<file path="src/rtl/fbs_pkg.sv">
`timescale 1ns / 1ps
// ============================================================================
// fbs_pkg - shared types and codes of the fault batch sorter
// Input selector codes, result status codes, back-end states, command and result records.
// ============================================================================
package fbs_pkg;

    localparam logic [1:0] FUNC_PUSH  = 2'd0;
    localparam logic [1:0] FUNC_WAIT  = 2'd1;
    localparam logic [1:0] FUNC_DRAIN = 2'd2;

    localparam logic [1:0] ST_OK     = 2'd0;
    localparam logic [1:0] ST_FULL   = 2'd1;
    localparam logic [1:0] ST_EMPTY  = 2'd2;
    localparam logic [1:0] ST_NOSLOT = 2'd3;

    typedef enum logic [1:0] {
        OP_PUSH,
        OP_WAIT,
        OP_DRAIN
    } op_t;

    typedef struct packed {
        op_t         op;
        logic [31:0] page;
    } cmd_t;

    typedef enum logic [2:0] {
        S_IDLE,
        S_RING_RD,
        S_INS_RD,
        S_INS_CMP,
        S_FINISH,
        S_OUT_RD,
        S_OUT_LD
    } back_state_t;

    typedef struct packed {
        logic [1:0]  status;
        logic        last;
        logic [31:0] page;
        logic [31:0] seq;
        logic [7:0]  slot;
        logic [8:0]  woken;
        logic [63:0] batches;
        logic [63:0] pages;
        logic [6:0]  largest;
        logic [63:0] wakeups;
    } result_t;

endpackage

</file>
<file path="src/rtl/fbs_front.sv">
`timescale 1ns / 1ps
// ============================================================================
// fbs_front - input decode and command queue
// Classifies each item by its selector and queues it for the back end.
// ============================================================================
module fbs_front
    import fbs_pkg::*;
(
    input  logic        clk,
    input  logic        rst_n,
    input  logic        in_valid,
    output logic        in_ready,
    input  logic [1:0]  in_func,
    input  logic [31:0] in_page,
    output logic        cmd_valid,
    input  logic        cmd_ready,
    output cmd_t        cmd
);

    cmd_t       q_reg [2];
    logic [1:0] cnt_reg, cnt_next;
    logic       head_reg, head_next;
    logic       keep;
    logic       enq, deq;
    cmd_t       dec;

    // selector 3 is taken and dropped
    always_comb
    begin
        keep     = 1'b1;
        dec.page = in_page;
        dec.op   = OP_PUSH;
        case (in_func)
            FUNC_PUSH:  dec.op = OP_PUSH;
            FUNC_WAIT:  dec.op = OP_WAIT;
            FUNC_DRAIN: dec.op = OP_DRAIN;
            default:    keep   = 1'b0;
        endcase
    end

    assign in_ready  = (cnt_reg != 2'd2);
    assign cmd_valid = (cnt_reg != 2'd0);
    assign cmd       = q_reg[head_reg];
    assign enq       = in_valid && in_ready && keep;
    assign deq       = cmd_valid && cmd_ready;

    always_comb
    begin
        cnt_next  = cnt_reg + 2'(enq) - 2'(deq);
        head_next = deq ? ~head_reg : head_reg;
    end

    always_ff @(posedge clk or negedge rst_n)
    begin
        if (!rst_n)
        begin
            cnt_reg  <= 2'd0;
            head_reg <= 1'b0;
        end
        else
        begin
            cnt_reg  <= cnt_next;
            head_reg <= head_next;
        end
    end

    always_ff @(posedge clk)
    begin
        if (enq)
        begin
            q_reg[head_reg ^ (cnt_reg != 2'd0 && !(deq && cnt_reg == 2'd1) ? 1'b1 : 1'b0)
                  ^ (deq && cnt_reg == 2'd1 ? 1'b1 : 1'b0)] <= dec;
        end
    end

endmodule

</file>
<file path="config.mk">
export PLATFORM = sky130hd
export DESIGN_NAME = fbs_front
export DESIGN_NICKNAME = d
export VERILOG_FILES = /design/src/rtl/fbs_pkg.sv /design/src/rtl/fbs_front.sv
export SDC_FILE = /design/constraint.sdc
export NUM_CORES = 1
export LEC_CHECK = 0
export ABC_CLOCK_PERIOD_IN_PS = 3000
export BUFFER_PORTS_ARGS = -buffer_cell sky130_fd_sc_hd__buf_2
export CORE_ASPECT_RATIO = 0.6
export CORE_MARGIN = 1
export CORE_UTILIZATION = 46
export CTS_BUF_LIST = sky130_fd_sc_hd__clkbuf_16
export CTS_CLUSTER_SIZE = 30
export DETAILED_ROUTE_END_ITERATION = 16
export PLACE_DENSITY = 0.83
export SYNTH_ARGS = -nofsm -noshare
export SYNTH_HDL_FRONTEND = slang
export SYNTH_SLANG_ARGS = --single-unit
</file>
<file path="constraint.sdc">
create_clock -name clk -period 3 [get_ports clk]
set_input_delay 0.45 -clock clk [delete_from_list [all_inputs] [get_ports clk]]
set_output_delay 0.45 -clock clk [all_outputs]
set_load 0.02 [all_outputs]
</file>
==> impl_metrics.py <==
metrics = {
    "yosys": {
        "synth_edf_count": 68,
        "synth_area_um2": 2660,
        "ys_types": 18,
        "avgSynthCellArea_um2": 20.8,
        "ys_ff_latch": 71,
        "synth_nets": 168,
        "synth_most_common_cell": "edfxtp_1",
        "synth_warnings": 0,
        "syn-instance-count": 128,
        "synth_ff_type": "edfxtp_1",
        "yosysTopAreaCell": "edfxtp_1",
        "ys_top_cells_by_area": "edfxtp_1 77%, mux2_2 14%, dfrtp_1 2.8%, ha_1 0.94%, nand2b_1 0.70%",
        "synth_commonest_cells": "68 x edfxtp_1, 34 x mux2_2, 3 x dfrtp_1, 3 x nand2b_1",
        "async_reset_ff_frac": 0.0423,
        "synth-seq-area-share": 0.795,
        "synth_top_area_share": 0.767,
    },
    "finish": {
        "fin_area_um2": 3480,
        "nets": 252,
        "area_growth_pct": 30.7,
        "seq_area_um2": 2120,
        "drive_gt1_frac": 0.594,
        "fin_util": 0.625,
        "multi_input_area_um2": 541,
        "largest_register_ffs": 68,
        "diodes": 0,
        "fillers": 429,
    },
    "clocking": {
        "insertion_delay_ns": 0.32,
        "cts_tree": "done",
        "numCtsBuffers": 9,
        "clk_path_buf_depth": 2,
        "h-tree-depth": 3,
        "clkTransAtPathRegs_ns": 0.06,
        "cts_resized": 0,
        "postCtsSetupBuffers": 0,
        "cts_sinks": 71,
        "cts-hold-fix-buffers": 1,
        "clockRootBuffer": "clkbuf_16",
    },
    "timing": {
        "clock_skew_ns": 0.00769,
        "worst_slew_pin_slew_ns": 0.512,
        "post-route-period-util": 0.798,
        "setup-tns-final_ns": 0,
        "rsz0062_at_grt": "no",
        "max_freq_ghz": 0.418,
        "finalCriticalPeriod_ns": 2.39,
        "hold_violations": 0,
        "worst_hold_slack_ns": 0.312,
        "slew_violations": 0,
        "finalSetupViolCount": 0,
        "slew_headroom": 0.658,
    },
    "power_and_ir_drop": {
        "pwr-share-comb": 0.311,
        "clkPwrFrac": 0.289,
        "p_sw_frac": 0.313,
        "p_leak_nw": 1.31,
        "vdd_drop_max_uv": 527,
        "power_frac_seq": 0.400,
        "power_per_cell_area_nw_per_um2": 1020,
        "intPower_mw": 2.43,
        "p_total_mw": 3.54,
        "p_switching_mw": 1.11,
    },
    "route": {
        "antenna_left": 0,
        "drt-total-wl_um": 4390,
        "drt_iter0_drc": 37,
        "route.detailed.drc": 0,
        "vias_per_cell": 4.78,
        "post_drt_wl_per_cell_um": 14.8,
        "dr.pass1.iters": 4,
        "route.vias.total": 1421,
    },
    "global_routing": {
        "grt_overflow": 0,
        "antenna_found_initial": 0,
        "grt_pass1_vias": 1458,
        "grt_pass1_wl_um": 6830,
        "grt_use_total": 0.162,
        "grt_max_degree": 27,
    },
    "worst_setup_path": {
        "regToRegSetupSlack_ns": 0.97,
        "critPathCaptureType": "output pin",
        "slowest_stage": "dfrtp_1",
        "cp.required_ns": 2.55,
        "start_kind": "flip-flop",
        "r2r-end": "q_reg[1][5]",
        "r2r_start": "head_reg",
        "cp_max_fo": 26,
        "critPathKind": "flip-flop to output pin",
        "worst-r2r-cell-count": 3,
        "cp_cell_sequence": "buf_4 -> mux2_2 -> buf_2",
        "arrival_ns": 1.94,
        "crit_path_max_incr_delay_ns": 0.62,
    },
    "run": {
        "drv_cap": 0,
    },
    "floorplan": {
        "fp.dieH_um": 60.9,
        "fp-row-count": 21,
        "core_um2": 5570,
        "ios": 74,
        "dieArea_um2": 6110,
        "die_w_um": 100,
        "initial_core_util": 0.478,
    },
    "min_path": {
        "worstHoldStart": "in_page[23]",
        "holdPathStages": 1,
        "hp-class": "primary input to flip-flop",
        "min_to": "q_reg[0][23]",
    },
    "status": {
        "status": "finished clean",
    },
    "place": {
        "gp_congestion": 0.657,
        "portBuffers": 73,
        "dp_hpwl_um": 3000,
        "dpl-instance-area_um2": 3170,
    },
}
## worst max-delay path by stage
stage               startpoint  cells past startpoint  slack, ns          end
detailed placement    head_reg                      3       0.91  q_reg[1][6]
finish                head_reg                      3       0.61       cmd[5]
floorplan             head_reg                      3       0.02  q_reg[0][0]
CTS                   head_reg                      3       0.56       cmd[5]
global placement      head_reg                      3       0.95       cmd[5]
global route          head_reg                      3       0.49       cmd[5]
## kinds of logic after synthesis
logic type                 count (synthesis)  synth area share
and+or+nand+nor                            9            0.0211
DFF                                       71             0.795
buffers and inverters                      5            0.0108
muxes                                     34             0.144
AOI/OAI and AO/OA                          4            0.0103
adders and majority gates                  2           0.00939
xor gates and xnor gates                   3           0.00987
## critical path, delay by kind of cell (launching register included)
family	cells	cell delay (ns)
flip-flops	1	0.62
multiplexers	1	0.40
buffers and inverters	2	0.59
## metrics by stage
step	instances	setup slack, ns
final	297	0.605
after global routing	297	0.490
after CTS	297	0.559
after detailed placement	280	0.911
after global placement	280	0.951
after floorplan	128	0.0247
## metal layers
metal	GRT usage	wire length (um)	vias to the layer above
met5	0	0	-
met4	0.0807	83	0
met3	0.0703	307	10
met2	0.269	2080	55
met1	0.186	1920	686
li1	-	-	670
## cell usage in the layout (no fill, tap or decap)
cell | synthesis | layout
mux2_2 | 34 | 34
xor2_1 | 1 | 1
buf_12 | 0 | 2
dfrtp_1 | 3 | 3
clkinv_4 | 0 | 1
a21bo_2 | 1 | 1
inv_6 | 0 | 1
nand2b_1 | 3 | 3
inv_1 | 1 | 1
bufinv_16 | 0 | 1
buf_4 | 2 | 1
clkinvlp_4 | 0 | 2
edfxtp_1 | 68 | 68
nor2b_1 | 2 | 2
buf_2 | 2 | 73
xnor2_1 | 2 | 2
or3_1 | 1 | 1
clkinv_2 | 0 | 1
dlygate4sd3_1 | 0 | 1
ha_1 | 2 | 2
or2_2 | 1 | 1
nand2_1 | 1 | 1
clkinv_1 | 0 | 1
a21oi_4 | 0 | 2
o21a_1 | 1 | 1
clkbuf_16 | 0 | 9
or3b_1 | 1 | 1
## layout make-up
class                           instances  area share
Tap cell                               80      0.0288
Timing Repair Buffer                   77       0.121
Clock buffer                            9      0.0647
Clock inverter                          7      0.0205
Multi-Input combinational cell         52       0.155
Inverter                                1     0.00108
Sequential cell                        71       0.608
## power by group through the flow
stage	clock network (mW)	logic [mW]	registers, mW
floorplan	0	0.787	1.40
global placement	0	1.11	1.42
detailed placement	0	1.12	1.43
CTS	1.05	1.12	1.42
global route	1.09	1.20	1.44
finish	1.02	1.10	1.41
No activity file was read; power rests on OpenSTA's default activity.
